## src/sv/fadc_pkg.sv

```systemverilog
// Shared types, codes and field widths for the follow alignment and distance controller.
package fadc_pkg;

   localparam int unsigned TIME_W   = 32;
   localparam int unsigned HEIGHT_W = 16;
   localparam int unsigned OFFSET_W = 12;
   localparam int unsigned ALIGN_W  = 10;
   localparam int unsigned DWELL_W  = 13;
   localparam int unsigned SPEED_W  = 7;
   localparam int unsigned CSR_IDX_W  = 3;
   localparam int unsigned CSR_DATA_W = 16;
   localparam int unsigned REQ_DATA_W = 64;
   localparam int unsigned RSP_DATA_W = 24;

   typedef logic [1:0] move_type;
   localparam move_type MOVE_STOP  = 2'd0;
   localparam move_type MOVE_FWD   = 2'd1;
   localparam move_type MOVE_LEFT  = 2'd2;
   localparam move_type MOVE_RIGHT = 2'd3;

   typedef logic [1:0] side_type;
   localparam side_type SIDE_NONE   = 2'd0;
   localparam side_type SIDE_LEFT   = 2'd1;
   localparam side_type SIDE_CENTER = 2'd2;
   localparam side_type SIDE_RIGHT  = 2'd3;

   typedef logic [1:0] range_type;
   localparam range_type RANGE_UNKNOWN = 2'd0;
   localparam range_type RANGE_FAR     = 2'd1;
   localparam range_type RANGE_GOOD    = 2'd2;
   localparam range_type RANGE_NEAR    = 2'd3;

   typedef logic [2:0] phase_type;
   localparam phase_type PHASE_ACQUIRE  = 3'd0;
   localparam phase_type PHASE_HOLD     = 3'd1;
   localparam phase_type PHASE_ALIGN    = 3'd2;
   localparam phase_type PHASE_APPROACH = 3'd3;
   localparam phase_type PHASE_LOST     = 3'd4;

   typedef logic [CSR_IDX_W-1:0] csr_idx_type;
   localparam csr_idx_type CSR_FAR_ENTER   = 3'd0;
   localparam csr_idx_type CSR_FAR_EXIT    = 3'd1;
   localparam csr_idx_type CSR_NEAR_EXIT   = 3'd2;
   localparam csr_idx_type CSR_NEAR_ENTER  = 3'd3;
   localparam csr_idx_type CSR_ALIGN_ENTER = 3'd4;
   localparam csr_idx_type CSR_ALIGN_EXIT  = 3'd5;
   localparam csr_idx_type CSR_ENTER_DWELL = 3'd6;
   localparam csr_idx_type CSR_EXIT_DWELL  = 3'd7;

   localparam logic OPCODE_LOST = 1'b1;

endpackage

```

## src/sv/follow_align_distance_controller_core.sv

```systemverilog
// Follow controller core: distance hysteresis, alignment debounce and chassis command.
// The response passes through the input register, then the response register.
// Throughput: one request per cycle while no response waits; all decision logic sits in one stage after the input reg.
// Back pressure: the response register stalls the input stage only while a response waits.
// Reset: synchronous active high; clears evidence flags and state (not the start times), restores register defaults,
// empties both stages. No clearing pass is needed.
module follow_align_distance_controller_core
   import fadc_pkg::*;
#(
   parameter int unsigned STABLE_MS     = 500,
   parameter int unsigned MIN_MOTION_MS = 200,
   parameter int unsigned DRIVE_SPEED   = 30,
   parameter int unsigned SPIN_SPEED    = 30
) (
   input  logic                    clock,
   input  logic                    reset,
   input  logic                    req_tvalid,
   output logic                    req_tready,
   // now_ms[31:0], box_height[47:32], head_offset[59:48], head_fresh[60], zero[63:61]
   input  logic [REQ_DATA_W-1:0]   req_tdata,
   // opcode[0]
   input  logic                    req_tuser,
   output logic                    rsp_tvalid,
   input  logic                    rsp_tready,
   // chassis_move[1:0], move_speed[8:2], command_sent[9], follow_phase[12:10],
   // range_class[14:13], head_side[16:15], zero[23:17]
   output logic [RSP_DATA_W-1:0]   rsp_tdata,
   input  logic                    csr_wr_en,
   input  logic [CSR_IDX_W-1:0]    csr_index,
   input  logic [CSR_DATA_W-1:0]   csr_wr_data
);

   // configuration
   logic [HEIGHT_W-1:0] far_enter_ff, far_exit_ff, near_exit_ff, near_enter_ff;
   logic [ALIGN_W-1:0]  align_enter_ff, align_exit_ff;
   logic [DWELL_W-1:0]  enter_dwell_ff, exit_dwell_ff;

   // input stage
   logic                       s1_valid_ff, s1_valid_in;
   logic                       s1_op_ff;
   logic [TIME_W-1:0]          s1_now_ff;
   logic [HEIGHT_W-1:0]        s1_height_ff;
   logic [OFFSET_W-1:0]        s1_offset_ff;
   logic                       s1_fresh_ff;

   // evidence
   range_type         range_ff, range_in;
   logic              stable_valid_ff, stable_valid_in;
   logic [TIME_W-1:0] stable_start_ff, stable_start_in;
   logic              cand_valid_ff, cand_valid_in;
   logic [TIME_W-1:0] cand_start_ff, cand_start_in;
   side_type          cand_side_ff, cand_side_in;
   logic              exit_valid_ff, exit_valid_in;
   logic [TIME_W-1:0] exit_start_ff, exit_start_in;
   logic              motion_valid_ff, motion_valid_in;
   logic [TIME_W-1:0] motion_start_ff, motion_start_in;
   logic              aligning_ff, aligning_in;
   move_type          last_move_ff, last_move_in;
   logic              live_ff, live_in;

   // response stage
   logic                  rsp_valid_ff, rsp_valid_in;
   logic [RSP_DATA_W-1:0] rsp_data_ff, rsp_data_in;

   logic out_ready, s1_fire, req_fire;

   localparam logic [TIME_W-1:0] STABLE_T = TIME_W'(STABLE_MS);
   localparam logic [TIME_W-1:0] MIN_MOTION_T = TIME_W'(MIN_MOTION_MS);
   localparam logic [SPEED_W-1:0] FWD_SPD = SPEED_W'(DRIVE_SPEED);
   localparam logic [SPEED_W-1:0] ROT_SPD = SPEED_W'(SPIN_SPEED);

   assign out_ready  = !rsp_valid_ff || rsp_tready;
   assign s1_fire    = s1_valid_ff && out_ready;
   assign req_tready = !s1_valid_ff || out_ready;
   assign req_fire   = req_tvalid && req_tready;
   assign rsp_tvalid = rsp_valid_ff;
   assign rsp_tdata  = rsp_data_ff;

   always_comb begin
      s1_valid_in = s1_valid_ff;
      if (req_fire) begin
         s1_valid_in = 1'b1;
      end else if (s1_fire) begin
         s1_valid_in = 1'b0;
      end
      rsp_valid_in = rsp_valid_ff;
      if (s1_fire) begin
         rsp_valid_in = 1'b1;
      end else if (rsp_tready) begin
         rsp_valid_in = 1'b0;
      end
   end

   // decision logic
   always_comb begin
      logic [OFFSET_W-1:0] mag;
      logic                neg;
      side_type            side;
      side_type            firm;
      side_type            lean;
      logic                sent;
      phase_type           phase;
      logic                al;
      logic                pending;
      logic [TIME_W-1:0]   moved;
      logic [TIME_W-1:0]   exit_el;
      logic [TIME_W-1:0]   cand_el;
      logic [TIME_W-1:0]   stable_el;
      move_type            mv;
      logic [SPEED_W-1:0]  speed;

      range_in        = range_ff;
      stable_valid_in = stable_valid_ff;
      stable_start_in = stable_start_ff;
      cand_valid_in   = cand_valid_ff;
      cand_start_in   = cand_start_ff;
      cand_side_in    = cand_side_ff;
      exit_valid_in   = exit_valid_ff;
      exit_start_in   = exit_start_ff;
      motion_valid_in = motion_valid_ff;
      motion_start_in = motion_start_ff;
      aligning_in     = aligning_ff;
      last_move_in    = last_move_ff;
      live_in         = live_ff;
      sent    = 1'b0;
      phase   = PHASE_ACQUIRE;
      al      = 1'b0;
      pending = 1'b0;
      moved   = '0;
      exit_el = '0;
      cand_el = '0;
      mv      = MOVE_STOP;

      neg = s1_offset_ff[OFFSET_W-1];
      mag = neg ? (~s1_offset_ff + OFFSET_W'(1)) : s1_offset_ff;
      lean = neg ? SIDE_LEFT : SIDE_RIGHT;
      if (mag >= OFFSET_W'(align_enter_ff) && s1_offset_ff != '0) begin
         firm = lean;
      end else if (align_enter_ff == '0) begin
         firm = SIDE_RIGHT;
      end else begin
         firm = SIDE_CENTER;
      end
      if (!s1_fresh_ff) begin
         side = SIDE_NONE;
      end else if (mag <= OFFSET_W'(align_exit_ff)) begin
         side = SIDE_CENTER;
      end else begin
         side = lean;
      end

      stable_el = '0;
      if (s1_op_ff == OPCODE_LOST) begin
         if (live_ff) begin
            sent = 1'b1;
         end
         range_in        = RANGE_UNKNOWN;
         stable_valid_in = 1'b0;
         cand_valid_in   = 1'b0;
         cand_side_in    = SIDE_NONE;
         exit_valid_in   = 1'b0;
         motion_valid_in = 1'b0;
         aligning_in     = 1'b0;
         last_move_in    = MOVE_STOP;
         live_in         = 1'b0;
         phase           = PHASE_LOST;
      end else begin
         live_in = 1'b1;
         // distance hysteresis
         case (range_ff)
            RANGE_FAR: begin
               if (s1_height_ff >= far_exit_ff) begin
                  range_in = (s1_height_ff >= near_enter_ff) ? RANGE_NEAR : RANGE_GOOD;
               end
            end
            RANGE_NEAR: begin
               if (s1_height_ff <= near_exit_ff) begin
                  range_in = (s1_height_ff <= far_enter_ff) ? RANGE_FAR : RANGE_GOOD;
               end
            end
            default: begin
               if (s1_height_ff <= far_enter_ff) begin
                  range_in = RANGE_FAR;
               end else if (s1_height_ff >= near_enter_ff) begin
                  range_in = RANGE_NEAR;
               end else begin
                  range_in = RANGE_GOOD;
               end
            end
         endcase
         if (!stable_valid_ff) begin
            stable_valid_in = 1'b1;
            stable_start_in = s1_now_ff;
         end
         stable_el = s1_now_ff - stable_start_in;
         if (stable_el < STABLE_T) begin
            if (last_move_ff != MOVE_STOP) begin
               sent = 1'b1;
            end
            last_move_in = MOVE_STOP;
            phase = PHASE_ACQUIRE;
         end else if (!s1_fresh_ff) begin
            sent = 1'b1;
            last_move_in = MOVE_STOP;
            phase = PHASE_HOLD;
         end else begin
            // alignment debounce
            if (aligning_ff) begin
               if (mag <= OFFSET_W'(align_exit_ff)) begin
                  if (!exit_valid_ff) begin
                     exit_valid_in = 1'b1;
                     exit_start_in = s1_now_ff;
                  end
                  moved   = motion_valid_ff ? (s1_now_ff - motion_start_ff) : '0;
                  exit_el = s1_now_ff - exit_start_in;
                  if (last_move_in != MOVE_STOP) begin
                     sent = 1'b1;
                  end
                  last_move_in = MOVE_STOP;
                  if (exit_el >= TIME_W'(exit_dwell_ff) &&
                      (moved >= MIN_MOTION_T || exit_el >= (MIN_MOTION_T - moved))) begin
                     aligning_in   = 1'b0;
                     cand_side_in  = SIDE_NONE;
                     exit_valid_in = 1'b0;
                     cand_valid_in = 1'b0;
                  end
                  al = aligning_in;
               end else begin
                  exit_valid_in = 1'b0;
                  if (lean != cand_side_ff) begin
                     sent          = 1'b1;
                     last_move_in  = MOVE_STOP;
                     aligning_in   = 1'b0;
                     cand_side_in  = lean;
                     cand_valid_in = 1'b1;
                     cand_start_in = s1_now_ff;
                     al            = 1'b0;
                  end else begin
                     al = 1'b1;
                  end
               end
            end else if (firm == SIDE_CENTER) begin
               cand_side_in  = SIDE_NONE;
               cand_valid_in = 1'b0;
            end else if (cand_side_ff != firm || !cand_valid_ff) begin
               cand_side_in  = firm;
               cand_valid_in = 1'b1;
               cand_start_in = s1_now_ff;
            end else begin
               cand_el = s1_now_ff - cand_start_ff;
               if (cand_el >= TIME_W'(enter_dwell_ff)) begin
                  aligning_in     = 1'b1;
                  cand_valid_in   = 1'b0;
                  motion_valid_in = 1'b1;
                  motion_start_in = s1_now_ff;
                  al              = 1'b1;
               end
            end
            pending = cand_valid_in || exit_valid_in;
            if (exit_valid_in || (!al && pending)) begin
               if (last_move_in != MOVE_STOP) begin
                  sent = 1'b1;
               end
               last_move_in = MOVE_STOP;
               phase = PHASE_ALIGN;
            end else if (al || range_in == RANGE_FAR) begin
               if (al) begin
                  mv = (cand_side_in == SIDE_LEFT) ? MOVE_LEFT : MOVE_RIGHT;
                  phase = PHASE_ALIGN;
               end else begin
                  mv = MOVE_FWD;
                  phase = PHASE_APPROACH;
               end
               sent = 1'b1;
               if (mv != last_move_in) begin
                  motion_valid_in = 1'b1;
                  motion_start_in = s1_now_ff;
               end
               last_move_in = mv;
            end else begin
               if (last_move_in != MOVE_STOP) begin
                  sent = 1'b1;
               end
               last_move_in = MOVE_STOP;
               phase = PHASE_HOLD;
            end
         end
      end

      case (last_move_in)
         MOVE_STOP: speed = '0;
         MOVE_FWD:  speed = FWD_SPD;
         default:   speed = ROT_SPD;
      endcase
      rsp_data_in = {7'd0, side, range_in, phase, sent, speed, last_move_in};
   end

   always_ff @(posedge clock) begin
      if (reset) begin
         far_enter_ff    <= 16'd9830;
         far_exit_ff     <= 16'd13107;
         near_exit_ff    <= 16'd45875;
         near_enter_ff   <= 16'd52428;
         align_enter_ff  <= 10'd200;
         align_exit_ff   <= 10'd80;
         enter_dwell_ff  <= 13'd300;
         exit_dwell_ff   <= 13'd300;
         s1_valid_ff     <= 1'b0;
         rsp_valid_ff    <= 1'b0;
         range_ff        <= RANGE_UNKNOWN;
         stable_valid_ff <= 1'b0;
         cand_valid_ff   <= 1'b0;
         cand_side_ff    <= SIDE_NONE;
         exit_valid_ff   <= 1'b0;
         motion_valid_ff <= 1'b0;
         aligning_ff     <= 1'b0;
         last_move_ff    <= MOVE_STOP;
         live_ff         <= 1'b0;
      end else begin
         s1_valid_ff  <= s1_valid_in;
         rsp_valid_ff <= rsp_valid_in;
         if (csr_wr_en) begin
            case (csr_index)
               CSR_FAR_ENTER:   far_enter_ff   <= csr_wr_data;
               CSR_FAR_EXIT:    far_exit_ff    <= csr_wr_data;
               CSR_NEAR_EXIT:   near_exit_ff   <= csr_wr_data;
               CSR_NEAR_ENTER:  near_enter_ff  <= csr_wr_data;
               CSR_ALIGN_ENTER: align_enter_ff <= csr_wr_data[ALIGN_W-1:0];
               CSR_ALIGN_EXIT:  align_exit_ff  <= csr_wr_data[ALIGN_W-1:0];
               CSR_ENTER_DWELL: enter_dwell_ff <= csr_wr_data[DWELL_W-1:0];
               CSR_EXIT_DWELL:  exit_dwell_ff  <= csr_wr_data[DWELL_W-1:0];
               default: ;
            endcase
         end
         if (s1_fire) begin
            range_ff        <= range_in;
            stable_valid_ff <= stable_valid_in;
            cand_valid_ff   <= cand_valid_in;
            cand_side_ff    <= cand_side_in;
            exit_valid_ff   <= exit_valid_in;
            motion_valid_ff <= motion_valid_in;
            aligning_ff     <= aligning_in;
            last_move_ff    <= last_move_in;
            live_ff         <= live_in;
         end
      end
   end

   // payload registers
   always_ff @(posedge clock) begin
      if (req_fire) begin
         s1_op_ff     <= req_tuser;
         s1_now_ff    <= req_tdata[31:0];
         s1_height_ff <= req_tdata[47:32];
         s1_offset_ff <= req_tdata[59:48];
         s1_fresh_ff  <= req_tdata[60];
      end
      if (s1_fire) begin
         stable_start_ff <= stable_start_in;
         cand_start_ff   <= cand_start_in;
         exit_start_ff   <= exit_start_in;
         motion_start_ff <= motion_start_in;
         rsp_data_ff     <= rsp_data_in;
      end
   end

   // stop carries zero speed, moves never do
   a_speed_stop: assert property (@(posedge clock) disable iff (reset)
      rsp_valid_ff |-> ((rsp_data_ff[1:0] == MOVE_STOP) == (rsp_data_ff[8:2] == '0)))
      else $error("speed and move disagree");

   a_align_live: assert property (@(posedge clock) disable iff (reset)
      aligning_ff |-> live_ff)
      else $error("aligning without live target");

   a_lost_clears: assert property (@(posedge clock) disable iff (reset)
      (s1_fire && s1_op_ff == OPCODE_LOST) |=> (range_ff == RANGE_UNKNOWN && !aligning_ff &&
                                 !stable_valid_ff && last_move_ff == MOVE_STOP))
      else $error("loss did not clear evidence");

   a_lost_range: assert property (@(posedge clock) disable iff (reset)
      (rsp_valid_ff && rsp_data_ff[12:10] == PHASE_LOST) |-> rsp_data_ff[14:13] == RANGE_UNKNOWN)
      else $error("lost phase with range class");

   a_approach: assert property (@(posedge clock) disable iff (reset)
      (rsp_valid_ff && rsp_data_ff[12:10] == PHASE_APPROACH) |->
         (rsp_data_ff[1:0] == MOVE_FWD && rsp_data_ff[9]))
      else $error("approach without forward command");

endmodule

```

## config.mk

```make
export PLATFORM = sky130hd
export DESIGN_NAME = follow_align_distance_controller_core
export DESIGN_NICKNAME = d
export VERILOG_FILES = /design/src/sv/fadc_pkg.sv /design/src/sv/follow_align_distance_controller_core.sv
export SDC_FILE = /design/constraint.sdc
export NUM_CORES = 1
export LEC_CHECK = 0
export ABC_AREA = 1
export BUFFER_PORTS_ARGS = -buffer_cell sky130_fd_sc_hd__buf_2
export CAP_MARGIN = 20
export CELL_PAD_IN_SITES_DETAIL_PLACEMENT = 0
export CELL_PAD_IN_SITES_GLOBAL_PLACEMENT = 1
export CORE_MARGIN = 2
export CORE_UTILIZATION = 50
export CTS_CLUSTER_DIAMETER = 100
export DETAILED_ROUTE_END_ITERATION = 8
export GPL_TIMING_DRIVEN = 0
export PLACE_DENSITY_LB_ADDON = 0.1
export SYNTH_ARGS = -nofsm -noshare
export SYNTH_HDL_FRONTEND = slang
export SYNTH_SLANG_ARGS = --single-unit
export TNS_END_PERCENT = 1
```

## constraint.sdc

```tcl
create_clock -name clock -period 10.8 [get_ports clock]
set_input_delay 1.62 -clock clock [delete_from_list [all_inputs] [get_ports clock]]
set_output_delay 1.62 -clock clock [all_outputs]
set_load 0.02 [all_outputs]
```

==> Word level (Yosys, flattened, before mapping) <==
Cells that the tools add are included.
W data, S select, Z words.
{ "totals": {"elab_cells": 243, "n_memories": 0, "in_bits": 89, "romBits": 0, "regBits": 330, "mem_bits_rw": 0, "output_inout_bits": 26, "latch_bits": 0} }
{ "op_classes": {"multipliers": 0, "add_sub_neg": 6, "muxes": 128, "order_cmp": 11, "div_mod_pow": 0, "reduce_logical": 42, "bitwise_logic": 4, "shifts": 0, "eq_ne": 19} }
{ "ops": {"columns": ["op", "n"], "rows": [
  ["$mux W32", 21],
  ["$sub A32 B32 Y32", 4],
  ["$mux W2", 38],
  ["$ge A32 B13 Y1", 2],
  ["$mux W1", 62],
  ["$ge A16 B16 Y1", 2],
  ["$ge A32 B32 Y1", 1],
  ["$ge A32 B8 Y1 const B", 1],
  ["$le A16 B16 Y1", 2],
  ["$lt A32 B9 Y1 const B", 1],
  ["$sub A8 B32 Y32 const A", 1],
  ["$reduce_and A2 Y1", 9],
  ["$add A12 B1 Y12 const B", 1],
  ["$eq A3 B3 Y1 const B", 4],
  ["$ge A12 B10 Y1", 1],
  ["$le A12 B10 Y1", 1],
  ["$mux W12", 1],
  ["$mux W3", 4],
  ["$not A12 Y12", 1],
  ["$reduce_bool A12 Y1", 1],
  ["$reduce_bool A2 Y1", 6],
  ["$logic_not A10 Y1", 1],
  ["$reduce_and A8 Y1", 1],
  ["$logic_or A1 B1 Y1", 7],
  ["other kinds (19)", 37]
]} }

==> Longest topological paths before layout <==
Gate-level depths: netlist of the first run.
{ "depth": {"depth_word": 34, "depth_mapped": 48, "ltp_nobuf": 47} }

==> Worst setup path after synthesis of the first run <==
No wires, ideal clock.
{ "synth_timing": {"path_type": "input-to-reg", "start": "in rsp_tready", "end": "reg exit_start_ff[0], enable pin", "stages": 6, "n_path_buf": 0, "setup_ns": 0.461, "arrival_time_ns": 5.824, "slack_ns": 4.515, "t_required_ns": 10.339, "path_cell_list": "inv_1 > nand2_1 > nand2_1 > nor2_1 > nand3_1 > nor3_1"} }
{ "synth_via": {"elab_chain_len": 3} }
{ "synth_rtl": {"columns": ["element", "line", "source"], "rows": [
  ["from (decl)", "follow_align_distance_controller_core.sv:24", "input logic rsp_tready,"],
  ["$logic_or A1 B1 Y1", "follow_align_distance_controller_core.sv:72", "assign out_ready = !rsp_valid_ff || rsp_tready;"],
  ["$logic_and A1 B1 Y1", "follow_align_distance_controller_core.sv:73", "assign s1_fire = s1_valid_ff && out_ready;"],
  ["$reduce_and A6 Y1 (no line)", null, null],
  ["to (signal assigned)", "follow_align_distance_controller_core.sv:361", "exit_start_ff <= exit_start_in;"],
  ["to (decl)", "follow_align_distance_controller_core.sv:54", "logic [TIME_W-1:0] exit_start_ff, exit_start_in;"]
]} }
Every way passes these cells.
A chain may end at the register's enable or synchronous reset.

==> Worst setup path after layout of the first run <==
{ "layout_timing": {"start": "reg s1_now_ff[1]", "end": "reg motion_start_ff[12], data pin"} }
{ "layout_via": {"elab_chain_len": 28, "word_cells_on_any_way": 67, "cone_classes": "4 x add/sub; 4 x order compare; 2 x eq/ne; 50 x mux; 7 x reduce/logical"} }
{ "layout_rtl": {"columns": ["element", "line", "source"], "rows": [
  ["from (decl)", "follow_align_distance_controller_core.sv:41", "logic [TIME_W-1:0] s1_now_ff;"],
  ["from (signal assigned)", "follow_align_distance_controller_core.sv:353", "s1_now_ff <= req_tdata[31:0];"],
  ["branches (longest 27 deep; another with $sub A32 B32 Y32)", null, null],
  ["$mux W32 *", "follow_align_distance_controller_core.sv:260", "if (exit_valid_in || (!al && pending)) begin"],
  ["to (signal assigned)", "follow_align_distance_controller_core.sv:362", "motion_start_ff <= motion_start_in;"],
  ["to (decl)", "follow_align_distance_controller_core.sv:56", "logic [TIME_W-1:0] motion_start_ff, motion_start_in;"]
]} }
Mark *: on every way between the ends. The select of a mux whose other input is x is not followed.

==> results.txt, run 1 <==
Buffer cell driving the clock tree root: clkbuf_16
RD Place Congestion: 0.949
Number of buffers inserted to repair setup after CTS: 0
Number of warning messages in the yosys log: 0
Worst Path Required: 11.09 ns
Post-route worst setup slack: 3.93 ns
Most used cells in the layout excluding fill and tap cells: nand2_1, inv_1, nor2_1
First-pass GRT wire length: 124000 microns
Share of layout cells above drive strength 1: 8.57%
Worst skew pair latency: 0.56 ns
Leading cell types by total area after synthesis: edfxtp_1, nand2_1, ha_1
Status: finished clean
Largest net degree at the start of global routing: 63
CTS buffer count: 39
Cell area after synthesis: 0.0257 sq mm
Number of fill cells: 4965
DP Worst Slack: 4.00 ns
IO Port Bufs: 99
Via count: 23927
Final TNS setup: 0 ns
Buffers from clock root to sink, at most: 3
Number of instances in the synthesized netlist: 3608
Post-DR vias/cell: 5.35
Number of antenna-violating nets in the routed design: 0
End point of the worst hold path: cand_start_ff[31]
Overall power: 0.00365 W
Global-route usage over all layers: 29.8%
TritonCTS clock tree: yes
Die W: 231 microns
CTS clock-pin slew for the worst setup and hold paths: 0.06 ns
Area after detailed placement: 0.0272 sq mm
Initial antenna violation count: 8
Share of the yosys chip area belonging to registers: 33.1%
Number of global-route vias before repair: 23083
H-tree lvl count: 2
Routed wire length: 79000 microns
Pins over their slew limit: 0
Multi-input gate area: 0.0146 sq mm
Max Cap Violations: 0
Post-route clock period utilization: 63.6%
Leading cell type in the layout, fill and taps excluded: nand2_1
Sequential cell area: 0.00850 sq mm
Final Hold Fails: 0
Instance count along the most critical hold path: 0
Iter 0 DRT Violations: 1606
Fmax: 145 MHz
Worst Reg-to-Reg Cells: 44
Share of the synthesized area in the top cell type: 23.5%
End of the worst register-to-register path: motion_start_ff[12]
Congestion Overflow GR: 0
Ports: 115
Number of remaining DRC errors: 0
Worst stage delay on the critical path: 0.73 ns
Critical path data arrival time: 7.17 ns
Cell area after layout: 0.0285 sq mm
Total iterations of the first detailed-routing run: 5
Reg2Reg Setup Slack: 3.93 ns
Count of instances resized after the clock tree is built: 0
Critical-path top delay cell: edfxtp_1
Min Clock Period, post-route: 6.87 ns
Startpoint type of the worst setup path: flop
Areal power density over the cells: 128 mW/mm^2
Row count: 83
Number of different library cells in the post-synthesis netlist: 59
Height of the chip: 231 microns
Cell accounting for the most synthesized area: edfxtp_1
Post-Synthesis Mean Instance Area: 7.12 sq um
RR Startpoint: s1_now_ff[1]
Hold buffer count at CTS: 0
Final setup violating endpoints: 0
Final hold slack: 0.459 ns
Max Fanout on Critical Path: 11
Die Footprint: 0.0532 sq mm
Placed wire-length estimate: 63100 microns
Standard cell core area: 0.0511 sq mm
Hold/Removal Path Class: flop to flop
Least-Margin Pin Slew: 0.973 ns
Nets: 4121
Startpoint-to-endpoint class of the critical path: flop to flop
Clock skew after layout: 0.0238 ns
Initial Utilization: 50.3%
Endpoint kind of the worst setup timing path: flop
Wire length per cell: 17.7 microns
Clock tree sinks: 324
Lkg Pwr: 13.8 nW
CP most frequent cell: nand2_1
Total of flip-flops plus latches after synthesis: 324
Start point of the worst min-delay path: s1_now_ff[31]
Area growth, synth to finish: 10.8%
Unrepaired setup endpoints after global routing: no
Rel. slew slack: 34.4%
Largest voltage drop on the vdd net: 0.139 mV
[layer usage]
layer	global-route usage [%]	vias to the layer above	share of wire, %
li1	-	12143	-
met1	40.1	11068	46
met2	50.2	581	46
met3	2.87	135	4.8
met4	10.0	0	3.1
met5	0	-	0
[cell type report]
class / count / share of cell area (%)
timing repair buffer: 104 / 2.06
buffer: 66 / 1.19
clock buffer: 55 / 3.78
multi-input combinational: 2603 / 51.1
sequential: 324 / 29.8
tap: 680 / 2.99
inverter: 624 / 8.24
antenna: 3 / 0.0264
clock inverter: 15 / 0.729
[worst max-delay path: cells and delay by family, from the launching register on]
family,cells,cell delay [ns]
adder cells (fa/ha/maj),2,0.73
AO/OA/AOI/OAI,1,0.14
buffers and inverters,5,0.60
XOR/XNOR,1,0.14
flip-flops,1,0.73
AND/OR/NAND/NOR,35,4.23
[synth_stat cells (all sizes together)]
cell,instances
clkinv,5
o221ai,5
o21ai,208
inv,619
a2111oi,1
a31oi,3
nand3b,21
conb,1
nand2,937
and2,6
a21boi,4
a21o,7
o31ai,1
xnor2,21
o2111ai,2
a211oi,11
or2,68
nor3b,5
a21oi,259
o211ai,48
dfxtp,123
xor2,59
o21bai,13
a221oi,2
nand4,59
a32o,1
nand2b,1
ha,267
nor4,10
buf,23
o22ai,1
fa,3
nor2,312
or3,1
o21a,3
nor3,48
nand3,206
edfxtp,201
clkbuf,43
[where the power goes]
part           internal [W]  total (W)  switching [W]
clock network      0.000798    0.00134       0.000538
logic              0.000310   0.000895       0.000584
registers           0.00136    0.00142      0.0000515
total               0.00247    0.00365        0.00117
[state kept, by name, indices dropped and copies added (netlist names), 32 cells and up]
name	cells
motion_start_ff	32
cand_start_ff	32
stable_start_ff	32
exit_start_ff	32
s1_now_ff	32
[cells by family after synthesis]
logic type      share of synthesized area, %
compound gates                          12.1
xor+xnor                                2.73
fa+ha+maj                               13.2
buf+inv                                 10.4
flops                                   33.1
other cells                           0.0146
simple gates                            28.4
[worst max path at each step]
| stage | from | to | cells past startpoint |
|---|---|---|---|
| final | s1_now_ff[1] | motion_start_ff[12] | 44 |
| after CTS | s1_now_ff[1] | motion_start_ff[12] | 44 |
| after floorplan | rsp_tready | exit_start_ff[0] | 6 |
| after detailed placement | s1_now_ff[1] | motion_start_ff[12] | 44 |
| after global placement | rsp_tready | exit_start_ff[28] | 7 |
| after global routing | s1_now_ff[1] | motion_start_ff[12] | 44 |
[stage by stage]
| stage | instances | util, % |
|---|---|---|
| final | 4474 | 55.7 |
| after global routing | 4474 | 55.7 |
| after CTS | 4471 | 55.7 |
| after detailed placement | 4401 | 53.2 |
| after global placement | 4396 | 53.0 |
| after floorplan | 3617 | - |
Power figures use the tool's default switching activity.
==> run 2, diff against run 1 <==
Settings changed: CORE_UTILIZATION 50 to 42.
Clock period 10.8 ns to 5.9 ns, I/O delays scaled along.
==> run 2 against run 1 <==
- the flow now finishes with violations (negative setup slack)
- critical path depth down 4
- total power grew 85%
- maximum frequency rose by 16%
- final cell count rose by 4.1%
- global-route usage shrank 3.3 points
- sequential cell count is the same
- clock power increased by 77%
- register-to-register slack got worse by 3.9 ns
- die area increased by 19%
- combinational power grew 100%
- sequential share of layout area decreased by 1.2 points
- critical path type unchanged
==> results.txt, run 2 (synthesis results as in run 1) <==
Status: finished, violations left
Failing checks: negative setup slack
Post-route clock period utilization: 100% (+36 points)
Nets: 4203 (+2.0%)
Clock tree sinks: 324 (unchanged)
Max Cap Violations: 0 (unchanged)
Hold buffer count at CTS: 0 (unchanged)
Final hold slack: 0.459 ns (+0.000384 ns)
Final setup violating endpoints: 1 (+1)
Startpoint type of the worst setup path: flop
Die Footprint: 0.0632 sq mm (+19%)
Area growth, synth to finish: 15.5%
Worst skew pair latency: 0.59 ns (+0.03 ns)
Number of remaining DRC errors: 0 (unchanged)
First-pass GRT wire length: 129000 microns (+4.7%)
Critical-path top delay cell: edfxtp_1
Overall power: 0.00673 W (+85%)
CTS buffer count: 40 (+2.6%)
Placed wire-length estimate: 65800 microns (+4.3%)
Lkg Pwr: 14.3 nW (+3.3%)
Number of antenna repair diodes: 0 (-3)
Startpoint-to-endpoint class of the critical path: flop to flop
Min Clock Period, post-route: 5.90 ns (-0.971 ns)
Post-DR vias/cell: 5.25 (-1.9%)
Total iterations of the first detailed-routing run: 5 (unchanged)
Max Fanout on Critical Path: 10 (-1)
Hold/Removal Path Class: flop to flop
Fmax: 169 MHz (+16%)
Post-route worst setup slack: -0.00256 ns (-3.93 ns)
Worst Path Required: 6.20 ns (-4.89 ns)
Clock skew after layout: 0.0382 ns (+0.0144 ns)
Buffers from clock root to sink, at most: 3 (unchanged)
Most used cells in the layout excluding fill and tap cells: nand2_1, inv_1, nor2_1
Via count: 24424 (+2.1%)
Areal power density over the cells: 227 mW/mm^2 (+77%)
Ports: 115 (unchanged)
Endpoint kind of the worst setup timing path: flop
Number of global-route vias before repair: 23716 (+2.7%)
Final TNS setup: -0.00256 ns (-0.00256 ns)
Row count: 90 (+8.4%)
Routed wire length: 84400 microns (+6.8%)
Congestion Overflow GR: 0 (unchanged)
Largest net degree at the start of global routing: 35 (-44%)
Standard cell core area: 0.0604 sq mm (+18%)
Cell area after layout: 0.0297 sq mm (+4.2%)
IO Port Bufs: 99 (unchanged)
H-tree lvl count: 2 (unchanged)
Number of fill cells: 6147 (+24%)
Number of antenna-violating nets in the routed design: 0 (unchanged)
Least-Margin Pin Slew: 0.993 ns (+0.0199 ns)
Worst stage delay on the critical path: 0.54 ns (-0.19 ns)
CTS clock-pin slew for the worst setup and hold paths: 0.06 ns (about the same)
Dpl cells: 4504 (+2.3%)
Die W: 251 microns (+9.0%)
Rel. slew slack: 33.6% (-0.82 points)
Iter 0 DRT Violations: 1703 (+6.0%)
Critical path data arrival time: 6.21 ns (-0.96 ns)
Area after detailed placement: 0.0273 sq mm (+0.54%)
Largest voltage drop on the vdd net: 0.197 mV (+42%)
Share of layout cells above drive strength 1: 12.3% (+3.7 points)
Initial Utilization: 42.6% (-7.7 points)
Final Hold Fails: 0 (unchanged)
Initial antenna violation count: 2 (-6)
Fin cells: 4656 (+4.1%)
Global-route usage over all layers: 26.5% (-3.3 points)
Leading cell type in the layout, fill and taps excluded: nand2_1
Pins over their slew limit: 0 (unchanged)
Wire length per cell: 18.1 microns (+2.6%)
TritonCTS clock tree: yes
Height of the chip: 251 microns (+9.0%)
Buffer cell driving the clock tree root: clkbuf_16
Unrepaired setup endpoints after global routing: yes
RD Place Congestion: 0.921 (-2.9%)
## run 2: area by class of cell
cell class                 count  area (sq um)  area share (%)
clock buffer                  50          1050            3.53
timing repair buffer         186          1280            4.32
buffer                        65           354            1.19
clock inverter                22           199           0.671
tap                          782           978            3.30
multi-input combinational   2603         14900            50.4
inverter                     624          2350            7.93
sequential                   324          8500            28.7
## run 2: path summary, 6_finish.rpt
path	startpoint	to	slack [ns]	depth (start not counted)
setup / recovery	s1_now_ff[2]	motion_start_ff[13]	-0.003	40
hold reg to reg	enter_dwell_ff[1]	enter_dwell_ff[1]	0.46	2
hold / removal	enter_dwell_ff[1]	enter_dwell_ff[1]	0.46	2
setup reg to reg	s1_now_ff[2]	motion_start_ff[13]	-0.003	40
## run 2: worst max-delay path, delay by kind of cell (launching register included)
family                   cells  cell delay [ns]
AO/OA/AOI/OAI                4             0.41
adder cells (fa/ha/maj)      2             0.58
buffers and inverters        4             0.57
flip-flops                   1             0.54
AND/OR/NAND/NOR             30             3.48
## run 2: repair_timing
action                                  4_1_cts  5_1_grt
pin swaps                                    27       27
endpoints found under the setup margin       43       67
buffers inserted                             54       25
gates resized for setup                      60       35
cloned                                        2        0
## run 2: power breakdown
part / internal, W / switching (W) / total (W) / leakage (nW)
sequential: 0.00250 / 0.0000682 / 0.00256 / 2.87
clock: 0.00133 / 0.00104 / 0.00237 / 0.593
combinational: 0.000646 / 0.00115 / 0.00179 / 10.8
## run 2: per-stage QoR
step / setup WS (ns) / util, %
finish: -0.00256 / 49.1
global route: -0.426 / 49.1
CTS: -0.155 / 48.6
detailed placement: -1.04 / 45.3
global placement: -2.06 / 45.1
floorplan: 0.185 / -
## run 2: metal layers
metal	vias up	wire length (microns)	track usage [%]
met2	593	39600	45.5
met1	11437	38300	35.6
li1	12262	-	-
met4	0	2320	7.67
met3	132	4180	2.21
met5	-	0	0
